## config.mk

```make
export PLATFORM = sky130hd
export DESIGN_NAME = terminated_line_framer_top_flat
export DESIGN_NICKNAME = d
export VERILOG_FILES = /design/src/sv/tlf_pkg.sv /design/src/sv/tlf_ifs.sv /design/src/sv/tlf_datapath.sv /design/src/sv/tlf_ctrl.sv /design/src/sv/terminated_line_framer_top.sv /design/src/flat_wrapper.sv
export VERILOG_INCLUDE_DIRS = /design/src /design/src/sv
export SDC_FILE = /design/constraint.sdc
export NUM_CORES = 1
export LEC_CHECK = 0
export ABC_AREA = 1
export CAP_MARGIN = 25
export CORE_MARGIN = 5
export CORE_UTILIZATION = 44
export DETAILED_ROUTE_END_ITERATION = 10
export DONT_BUFFER_PORTS = 1
export SYNTH_ARGS = -nofsm -noshare
export SYNTH_HDL_FRONTEND = slang
export SYNTH_HIERARCHICAL = 1
export SYNTH_SLANG_ARGS = --single-unit
```

## constraint.sdc

```tcl
create_clock -name clk -period 2.9 [get_ports clk]
set_input_delay 0.29 -clock clk [delete_from_list [all_inputs] [get_ports clk]]
set_output_delay 0.29 -clock clk [all_outputs]
set_load 0.02 [all_outputs]
```

## src/sv/terminated_line_framer_top_defines.svh

```systemverilog
// ----------------------------------------------------------------------------
// Terminated line framer: assertion macros
// Shared concurrent assertion forms, sampled on clk and disabled in reset.
// ----------------------------------------------------------------------------
`ifndef TERMINATED_LINE_FRAMER_TOP_DEFINES_SVH
`define TERMINATED_LINE_FRAMER_TOP_DEFINES_SVH

// expression holds at every edge
`define TLF_ASSERT_ALWAYS(lbl, expr, msg) \
  lbl: assert property (@(posedge clk) disable iff (!rst_n) (expr)) else $error(msg);

// consequent holds in the same cycle
`define TLF_ASSERT_IMPLY(lbl, ante, cons, msg) \
  lbl: assert property (@(posedge clk) disable iff (!rst_n) (ante) |-> (cons)) \
    else $error(msg);

// consequent holds in the next cycle
`define TLF_ASSERT_NEXT(lbl, ante, cons, msg) \
  lbl: assert property (@(posedge clk) disable iff (!rst_n) (ante) |=> (cons)) \
    else $error(msg);

`endif

```

## src/sv/tlf_pkg.sv

```systemverilog
// ----------------------------------------------------------------------------
// Terminated line framer package
// Constants, terminator decode and controller/datapath handshake types.
// ----------------------------------------------------------------------------
package tlf_pkg;

  localparam int DEF_LINE_DEPTH = 64;

  localparam logic [7:0] CHAR_LF   = 8'h0A;
  localparam logic [7:0] CHAR_CR   = 8'h0D;
  localparam logic [7:0] CHAR_BELL = 8'h07;
  localparam logic [7:0] CHAR_GT   = 8'h3E;

  function automatic logic is_terminator(input logic [7:0] b);
    return (b == CHAR_LF) || (b == CHAR_CR) || (b == CHAR_BELL) || (b == CHAR_GT);
  endfunction

  typedef struct packed {
    logic store;
    logic mark_ovf;
    logic start;
    logic fetch;
    logic advance;
    logic clear;
  } cmd_t;

  typedef struct packed {
    logic term;
    logic full;
    logic empty;
    logic last;
  } status_t;

endpackage

```

## src/sv/tlf_ifs.sv

```systemverilog
// ----------------------------------------------------------------------------
// Terminated line framer channels
// Valid/ready channels for received bytes and emitted line characters.
// ----------------------------------------------------------------------------
interface line_in_if;
  logic       valid;
  logic       ready;
  logic [7:0] rx_byte;

  modport source (output valid, output rx_byte, input ready);
  modport sink (input valid, input rx_byte, output ready);
endinterface

interface line_out_if;
  logic       valid;
  logic       ready;
  logic [7:0] line_char;
  logic       line_last;
  logic       line_overflow;

  modport source (output valid, output line_char, output line_last, output line_overflow,
                  input ready);
  modport sink (input valid, input line_char, input line_last, input line_overflow,
                output ready);
endinterface

```

## src/sv/tlf_datapath.sv

```systemverilog
// ----------------------------------------------------------------------------
// Terminated line framer datapath
// Line store memory, length and overflow tracking, and the read pointer.
// ----------------------------------------------------------------------------
`include "terminated_line_framer_top_defines.svh"

module tlf_datapath #(
  parameter int LINE_DEPTH = tlf_pkg::DEF_LINE_DEPTH
) (
  input  logic             clk,
  input  logic             rst_n,
  input  tlf_pkg::cmd_t    cmd,
  output tlf_pkg::status_t status,
  input  logic [7:0]       rx_byte,
  output logic [7:0]       line_char,
  output logic             line_last,
  output logic             line_overflow
);
  import tlf_pkg::*;

  localparam int ADDR_W = $clog2(LINE_DEPTH);
  localparam int LEN_W  = $clog2(LINE_DEPTH + 1);

  logic [7:0]        mem_r [LINE_DEPTH];
  logic [7:0]        rdata_r;
  logic [LEN_W-1:0]  len_r, len_nxt;
  logic              ovf_r, ovf_nxt;
  logic [ADDR_W-1:0] rd_r, rd_nxt;

  always_ff @(posedge clk) begin
    if (cmd.store) begin
      mem_r[len_r[ADDR_W-1:0]] <= rx_byte;
    end
  end

  always_ff @(posedge clk) begin
    if (cmd.fetch) begin
      rdata_r <= mem_r[rd_r];
    end
  end

  always_comb begin
    len_nxt = len_r;
    ovf_nxt = ovf_r;
    rd_nxt  = rd_r;
    if (cmd.store) begin
      len_nxt = len_r + LEN_W'(1);
    end
    if (cmd.mark_ovf) begin
      ovf_nxt = 1'b1;
    end
    if (cmd.start || cmd.clear) begin
      rd_nxt = '0;
    end else if (cmd.advance) begin
      rd_nxt = rd_r + ADDR_W'(1);
    end
    if (cmd.clear) begin
      len_nxt = '0;
      ovf_nxt = 1'b0;
    end
  end

  always_ff @(posedge clk) begin
    if (!rst_n) begin
      len_r <= '0;
      ovf_r <= 1'b0;
      rd_r  <= '0;
    end else begin
      len_r <= len_nxt;
      ovf_r <= ovf_nxt;
      rd_r  <= rd_nxt;
    end
  end

  assign status.term  = is_terminator(rx_byte);
  assign status.full  = (len_r == LEN_W'(LINE_DEPTH));
  assign status.empty = (len_r == '0);
  assign status.last  = ((LEN_W'(rd_r) + LEN_W'(1)) == len_r);

  assign line_char     = rdata_r;
  assign line_last     = status.last;
  assign line_overflow = ovf_r;

  `TLF_ASSERT_ALWAYS(a_len_bound, len_r <= LEN_W'(LINE_DEPTH), "line length beyond store depth")
  `TLF_ASSERT_IMPLY(a_store_room, cmd.store, !status.full, "append into a full line store")
  `TLF_ASSERT_NEXT(a_clear_empty, cmd.clear, len_r == '0 && !ovf_r, "line not cleared after emit")

endmodule

```

## src/sv/tlf_ctrl.sv

```systemverilog
// ----------------------------------------------------------------------------
// Terminated line framer controller
// Accepts bytes while idle and steps the datapath through line emission.
// ----------------------------------------------------------------------------
module tlf_ctrl (
  input  logic             clk,
  input  logic             rst_n,
  input  logic             in_valid,
  output logic             in_ready,
  output logic             out_valid,
  input  logic             out_ready,
  input  tlf_pkg::status_t status,
  output tlf_pkg::cmd_t    cmd
);
  import tlf_pkg::*;

  typedef enum logic [2:0] {
    ST_IDLE = 3'b001,
    ST_READ = 3'b010,
    ST_SHOW = 3'b100
  } state_t;

  state_t state_r, state_nxt;

  always_comb begin
    state_nxt = state_r;
    cmd       = '0;
    in_ready  = 1'b0;
    out_valid = 1'b0;
    case (state_r)
      ST_IDLE: begin
        in_ready = 1'b1;
        if (in_valid) begin
          if (!status.term) begin
            if (!status.full) begin
              cmd.store = 1'b1;
            end else begin
              cmd.mark_ovf = 1'b1;
            end
          end else if (!status.empty) begin
            cmd.start = 1'b1;
            state_nxt = ST_READ;
          end
        end
      end
      ST_READ: begin
        cmd.fetch = 1'b1;
        state_nxt = ST_SHOW;
      end
      ST_SHOW: begin
        out_valid = 1'b1;
        if (out_ready) begin
          if (status.last) begin
            cmd.clear = 1'b1;
            state_nxt = ST_IDLE;
          end else begin
            cmd.advance = 1'b1;
            state_nxt   = ST_READ;
          end
        end
      end
      default: begin
        state_nxt = ST_IDLE;
      end
    endcase
  end

  always_ff @(posedge clk) begin
    if (!rst_n) begin
      state_r <= ST_IDLE;
    end else begin
      state_r <= state_nxt;
    end
  end

endmodule

```

## src/sv/terminated_line_framer_top.sv

```systemverilog
// ----------------------------------------------------------------------------
// Terminated line framer
// Collects received bytes into a line and emits each finished line.
//
// in_if carries one received byte per request; out_if carries one line
// character per request with last and overflow flags. Newline, carriage
// return, bell and '>' end a line and are never stored or emitted; an empty
// line is dropped. Ordinary bytes are taken one per cycle while the block
// is idle. After a terminator that closes a line, the controller steps
// through each character in turn: a registered read of the line store in
// the read state, then the character is offered in the show state until
// the receiver takes it. No byte is taken during emission. A stalled
// receiver holds the current character and the whole block. Bytes beyond
// LINE_DEPTH are dropped and every character of that line is flagged.
// Synchronous reset empties the pending line and clears the overflow flag;
// store contents are not cleared.
// ----------------------------------------------------------------------------
module terminated_line_framer_top #(
  parameter int LINE_DEPTH = tlf_pkg::DEF_LINE_DEPTH
) (
  input logic        clk,
  input logic        rst_n,
  line_in_if.sink    in_if,
  line_out_if.source out_if
);
  import tlf_pkg::*;

  cmd_t    cmd;
  status_t status;

  tlf_ctrl u_ctrl (
    .clk       (clk),
    .rst_n     (rst_n),
    .in_valid  (in_if.valid),
    .in_ready  (in_if.ready),
    .out_valid (out_if.valid),
    .out_ready (out_if.ready),
    .status    (status),
    .cmd       (cmd)
  );

  tlf_datapath #(
    .LINE_DEPTH (LINE_DEPTH)
  ) u_datapath (
    .clk           (clk),
    .rst_n         (rst_n),
    .cmd           (cmd),
    .status        (status),
    .rx_byte       (in_if.rx_byte),
    .line_char     (out_if.line_char),
    .line_last     (out_if.line_last),
    .line_overflow (out_if.line_overflow)
  );

endmodule
```

## src/flat_wrapper.sv

```systemverilog
// flat-port wrapper written by rule: the top's interface ports become plain ports
module terminated_line_framer_top_flat import tlf_pkg::*;
#(
  parameter int LINE_DEPTH = tlf_pkg::DEF_LINE_DEPTH
)
  (clk, rst_n, in_if_valid, in_if_rx_byte, in_if_ready, out_if_valid, out_if_line_char, out_if_line_last, out_if_line_overflow, out_if_ready);
  line_in_if in_if_i ();
  line_out_if out_if_i ();
  input logic clk;
  input logic rst_n;
  input wire logic [$bits(in_if_i.valid)-1:0] in_if_valid;
  input wire logic [$bits(in_if_i.rx_byte)-1:0] in_if_rx_byte;
  output wire logic [$bits(in_if_i.ready)-1:0] in_if_ready;
  output wire logic [$bits(out_if_i.valid)-1:0] out_if_valid;
  output wire logic [$bits(out_if_i.line_char)-1:0] out_if_line_char;
  output wire logic [$bits(out_if_i.line_last)-1:0] out_if_line_last;
  output wire logic [$bits(out_if_i.line_overflow)-1:0] out_if_line_overflow;
  input wire logic [$bits(out_if_i.ready)-1:0] out_if_ready;
  assign in_if_i.valid = in_if_valid;
  assign in_if_i.rx_byte = in_if_rx_byte;
  assign in_if_ready = in_if_i.ready;
  assign out_if_valid = out_if_i.valid;
  assign out_if_line_char = out_if_i.line_char;
  assign out_if_line_last = out_if_i.line_last;
  assign out_if_line_overflow = out_if_i.line_overflow;
  assign out_if_i.ready = out_if_ready;
  terminated_line_framer_top #(.LINE_DEPTH(LINE_DEPTH)) u_core (.clk(clk), .rst_n(rst_n), .in_if(in_if_i), .out_if(out_if_i));
endmodule
```

==> results of run 1 <==
-- per-stage QoR --
step	cells	worst slack (ns)	cell area, µm²	power (mW)	hold WS, ns
floorplan	1973	0.174	22400	9.04	0.389
global placement	2624	0.309	23300	9.22	0.399
detailed placement	2624	0.259	23300	9.23	0.398
CTS	2733	0.143	25100	15.8	0.0136
global route	2733	0.0102	25100	16.2	0.0533
finish	2733	0.200	25100	15.7	0.0466
-- layout make-up --
class	instances	share of cell area (%)
clock inverter	22	0.607
timing repair buffer	110	4.16
clock buffer	75	5.81
inverter	38	0.597
tap	672	3.34
sequential	537	63.5
multi-input combinational	1279	22.0
-- where the power goes --
part | internal [mW] | switching [mW] | total, mW
Combinational | 0.172 | 0.464 | 0.636
Sequential | 8.58 | 0.0258 | 8.61
Clock | 3.67 | 2.81 | 6.47
Total | 12.4 | 3.30 | 15.7
-- flip-flops by register name (all words and copies together) (netlist names) --
name and cells:
u_core/u_datapath/mem_r 512, u_core/u_datapath/line_char 8, u_core/u_datapath/line_overflow 1, u_core/u_datapath/len_r 7, u_core/u_ctrl/state_r 3, u_core/u_datapath/rd_r 6
-- layer usage --
metal	vias up	GRT usage, %
li1	6969	-
met1	7334	29.2
met2	521	32.5
met3	82	2.79
met4	0	6.39
met5	-	0
-- worst max-delay path, cell delays in order, from the launching register on --
cell	delay [ns]
dfxtp_4	0.51
ha_1	0.26
nand2_1	0.10
o21ai_0	0.18
nand2_1	0.12
xor2_1	0.17
nand4_1	0.14
nor2_2	0.17
buf_4	0.18
-- cell families (layout without fill, tap and decap cells) --
kind of cell,Yosys count,in the layout
AND/OR/NAND/NOR,1243,1243
flip-flops,537,537
buffers and inverters,157,245
AO/OA/AOI/OAI,26,26
XOR/XNOR,7,7
adder cells (fa/ha/maj),3,3
-- placed cells by master, fill, tap and decap left out, types with 12 or more instances in the layout --
master / n
edfxtp_1: 520
nand2_1: 681
dfxtp_1: 14
a21oi_1: 14
clkinv_1: 12
clkbuf_16: 55
nor2_1: 92
clkbuf_1: 19
nand3_1: 446
buf_4: 94
inv_1: 29
-- worst max-delay path by stage --
stage	endpoint	from	depth (start not counted)	slack, ns
2_1_floorplan	u_core/u_datapath/mem_r[48][0]	u_core/u_datapath/len_r[3]	8	0.17
3_3_place_gp	u_core/u_datapath/mem_r[31][6]	in_if_rx_byte[3]	11	0.31
3_5_place_dp	u_core/u_datapath/mem_r[31][2]	in_if_rx_byte[0]	11	0.26
4_1_cts	out_if_line_last	u_core/u_datapath/rd_r[1]	8	0.14
5_1_grt	u_core/u_datapath/rd_r[5]	u_core/u_datapath/rd_r[1]	16	0.01
6_report	out_if_line_last	u_core/u_datapath/rd_r[1]	8	0.20
-- timing repair --
item,CTS,global route
gates resized for setup,0,1
hold buffers,12,0
hold endpoints to repair,519,0
setup endpoints to repair,0,2
==> results.json, run 1 <==
{
  "register_area_um2": 16000,
  "initial_core_util_pct": 44.6,
  "die_area_um2": 55500,
  "relSlewSlack_pct": 43.5,
  "r2r-start": "u_core/u_datapath/rd_r[1]",
  "finalSetupViolCount": 0,
  "clock_latency_ns": 0.60,
  "syn-num-nets": 1988,
  "ir_drop_mv": 0.418,
  "grt_max_degree": 151,
  "grt_first_pass_wirelength_um": 87600,
  "drc": 0,
  "synth.area.mux_share_pct": 0,
  "fin_util_pct": 50.0,
  "coreArea_um2": 50300,
  "synthFlopType": "edfxtp_1",
  "cts_max_level": 2,
  "ys_top_cells_by_area": "edfxtp_1 70%, nand2_1 11%, nand3_1 10%, nor2_1 1.6%, dfxtp_1 1.5%",
  "vias_per_cell": 5.45,
  "syn_area_per_cell_um2": 11.4,
  "rsz0062_at_grt": "no",
  "synthXorXnorAreaFrac_pct": 0.274,
  "dr_wl_met3_um": 3900,
  "num_antenna_cells": 0,
  "synth.top_cells.by_count": "681 x nand2_1, 520 x edfxtp_1, 446 x nand3_1",
  "syn_area_um2": 22400,
  "path_class": "flop to primary output",
  "nets": 2034,
  "first_iter_violations": 1673,
  "port_buffers": 0,
  "tightestPinTransition_ns": 0.847,
  "drive_gt1_share_pct": 9.32,
  "reg2regPathDepth": 16,
  "dr.pass1.iters": 6,
  "r2r_slack_ns": 0.27,
  "drv_cap": 0,
  "cts_tree": "yes",
  "yosys.area.top_type_share_pct": 69.7,
  "ys_warn_count": 6,
  "p_leak_nw": 9.06,
  "antenna_found_initial": 0,
  "synth_top_family_by_area": "simple AND/OR/NAND/NOR gates",
  "fin_worst_skew_ns": 0.0188,
  "grt_pass1_vias": 14200,
  "syn_inst": 1973,
  "synth_edf_count": 520,
  "hold_viol_final": 0,
  "ant_nets": 0,
  "r2r-end": "u_core/u_datapath/rd_r[5]",
  "routed_wirelength_um": 57600,
  "crit_fanout": 20,
  "fin_crit_ns": 2.70,
  "grt.total_usage_pct": 20.3,
  "maxSlewViolCount": 0,
  "fillers": 4456,
  "outcome": "finished clean",
  "wl_met1_um": 25000,
  "post_cts_buffers": 0,
  "hold_path_class": "input port to flop",
  "clkSinkCount": 537,
  "wl_met2_um": 27100,
  "dr_total_vias": 14900,
  "cp_data_arrival_time_ns": 2.41,
  "synthToLayoutAreaGrowth_pct": 12.2,
  "rows": 82,
  "synth_seq_cells": 537,
  "overflow": 0,
  "synth.most_common_cell": "nand2_1",
  "multi_input_area_um2": 5530,
  "place_congestion": 0.918,
  "synthDistinctLibCells": 31,
  "ios": 24,
  "p_per_area_nw_per_um2": 625,
  "worstSetupEndpointType": "primary output",
  "worst_hold_path.endpoint": "u_core/u_ctrl/state_r[0]",
  "highest_layer": "met4",
  "finalCritPeriodShare_pct": 93.1,
  "clock_path_buffers": 3,
  "min-delay-start": "in_if_valid",
  "cts_buffers": 53,
  "wl_per_cell_um": 21.1,
  "timing.fmax_mhz": 370,
  "die_h_um": 236,
  "setup_tns_ns": 0,
  "start_kind": "flop",
  "yosys.area_share.simple_pct": 23.6,
  "yosys.area_share.adder_pct": 0.168,
  "cp.required_ns": 2.61,
  "synth_compound_area_share_pct": 0.609,
  "synth_seq_area_share_pct": 71.2,
  "clockRootBuffer": "clkbuf_16",
  "yosysTopAreaCell": "edfxtp_1",
  "holdPathStages": 5,
  "hpwl_um": 32600,
  "die_x_um": 236,
  "path_clk_slew_ns": 0.06,
  "synth-async-reset-ratio_pct": 0
}
(Power assumes the default switching activity.)
==> run 2, diff against run 1 <==
- PLACE_DENSITY: not set -> 0.69
==> run 2 against run 1 <==
  * Die area unchanged
  * Clock skew decreased by 0.0028 ns
  * Setup slack improved by 0.014 ns
  * Combinational power decreased by 3.5%
  * Clock power increased by 3.9%
  * Total power increased by 1.4%
  * Sequential share of layout area decreased by 0.12 points
  * Utilization increased by 0.097 points
  * Global-route usage decreased by 0.65 points
  * Final area increased by 0.19%
==> results.json, run 2 (synthesis results as in run 1) <==
{
  "crit_chain": "ha_1, nand2_1, o21ai_0, nand2_1, xor2_1, nand4_1, nor2_1, buf_4",
  "vias_per_cell": 5.50,
  "cpMostUsedCell": "nand2_1",
  "wl_per_cell_um": 20.6,
  "clock_path_buffers": 3,
  "grt_max_degree": 133,
  "final_cells": 2722,
  "final_cell_mix": "681 x nand2_1, 520 x edfxtp_1, 446 x nand3_1, 92 x nor2_1, 87 x buf_4",
  "grt_first_pass_wirelength_um": 85200,
  "ir_drop_mv": 0.414,
  "clockRootBuffer": "clkbuf_16",
  "mostFrequentLayoutCell": "nand2_1",
  "coreArea_um2": 50300,
  "nets": 2029,
  "outcome": "finished clean",
  "path_clk_slew_ns": 0.06,
  "initial_core_util_pct": 44.6,
  "fin_crit_ns": 2.69,
  "cp.required_ns": 2.61,
  "num_antenna_cells": 0,
  "hold_viol_final": 0,
  "place_congestion": 0.912,
  "clkSinkCount": 537,
  "drc": 0,
  "tightestPinTransition_ns": 0.870,
  "die_x_um": 236,
  "fillers": 4337,
  "routed_wirelength_um": 56100,
  "drv_cap": 0,
  "relSlewSlack_pct": 42.0,
  "hpwl_um": 31800,
  "slowest_delay_ns": 0.50,
  "critPathTopFamily": "simple AND/OR/NAND/NOR gates",
  "grt.total_usage_pct": 19.7,
  "cp_data_arrival_time_ns": 2.40,
  "overflow": 0,
  "cts_tree": "yes",
  "p_per_area_nw_per_um2": 633,
  "crit_fanout": 18,
  "rows": 82,
  "cts_max_level": 2,
  "die_h_um": 236,
  "drive_gt1_share_pct": 9.27,
  "timing.fmax_mhz": 372,
  "maxSlewViolCount": 0,
  "setup_tns_ns": 0,
  "grt_pass1_vias": 14200,
  "port_buffers": 0,
  "synthToLayoutAreaGrowth_pct": 12.4,
  "fin_worst_skew_ns": 0.0160,
  "rsz0062_at_grt": "no",
  "dr.pass1.iters": 5,
  "antenna_found_initial": 0,
  "critPathSlowestCell": "dfxtp_4",
  "finalCritPeriodShare_pct": 92.6,
  "dp_cells": 2618,
  "start_kind": "flop",
  "ios": 24,
  "die_area_um2": 55500,
  "first_iter_violations": 1725,
  "path_class": "flop to primary output",
  "hold_path_class": "input port to flop",
  "largest_reg_flops": 512,
  "path_buf_inv": 1,
  "dr_total_vias": 15000,
  "finalSetupViolCount": 0,
  "p_total_mw": 15.9,
  "clock_latency_ns": 0.60,
  "ant_nets": 0,
  "p_leak_nw": 9.07,
  "cts_buffers": 52,
  "worstSetupEndpointType": "primary output"
}
==> run 2: cell count changes in the layout (fill, tap and decap cells not counted), moves of 2 or more <==
cell,before,now
clkinv_1,12,7
buf_4,94,87
clkbuf_1,19,14
bufinv_16,2,7
clkbuf_16,55,53
==> run 2: worst register-to-register path, delay by kind of cell (launching register included) <==
kind,cells,cell delay [ns]
flip-flops,1,0.50
buffers and inverters,1,0.55
AND/OR/NAND/NOR,8,0.89
XOR/XNOR,1,0.15
AO/OA/AOI/OAI,1,0.19
adder cells (fa/ha/maj),1,0.26
==> run 2: final timing paths <==
check             depth (start not counted)                        from  slack, ns                         end
hold / removal                            5                 in_if_valid       0.04    u_core/u_ctrl/state_r[0]
setup / recovery                          8   u_core/u_datapath/rd_r[1]       0.21            out_if_line_last
setup reg to reg                         12   u_core/u_datapath/rd_r[1]       0.24    u_core/u_ctrl/state_r[1]
hold reg to reg                           2  u_core/u_datapath/len_r[1]       0.51  u_core/u_datapath/len_r[1]
==> run 2: layout make-up <==
cell class | instances | area (µm²) | share of cell area, %
flip-flops and latches | 537 | 16000 | 63.4
multi-input cells | 1279 | 5530 | 22.0
clock buffers | 67 | 1380 | 5.47
repair buffers | 106 | 1030 | 4.11
well taps | 672 | 841 | 3.34
clock inverters | 23 | 295 | 1.17
inverters | 38 | 150 | 0.596
==> run 2: power breakdown <==
group	leakage, nW	switching [mW]	internal, mW
Clock	0.810	2.76	3.96
Sequential	4.82	0.0264	8.58
Combinational	3.45	0.437	0.178
Total	9.07	3.23	12.7
==> run 2: layer usage <==
metal  GRT usage (%)  share of wire, %  routed length (µm)
met3            4.49               9.2                5190
met1            27.5                41               23200
met2            30.8                46               25900
met4            6.65               3.2                1820
met5               0                 0                   0
==> run 2: what timing repair did <==
action                                 in CTS  in global routing
buffers inserted                            0                  1
gates resized for setup                     0                  1
setup endpoints to repair                   0                  5
hold buffers                               13                  0
endpoints found under the hold margin     519                  0
==> run 2: through the flow <==
step	worst slack, ns	hold slack [ns]	area [µm²]	utilization, %
after global placement	0.207	0.398	23200	46.2
after global routing	0.0215	0.0675	25200	50.1
after floorplan	0.174	0.389	22400	-
after detailed placement	0.204	0.396	23200	46.2
final	0.214	0.0363	25200	50.1
after CTS	0.0947	0.0144	25200	50.1
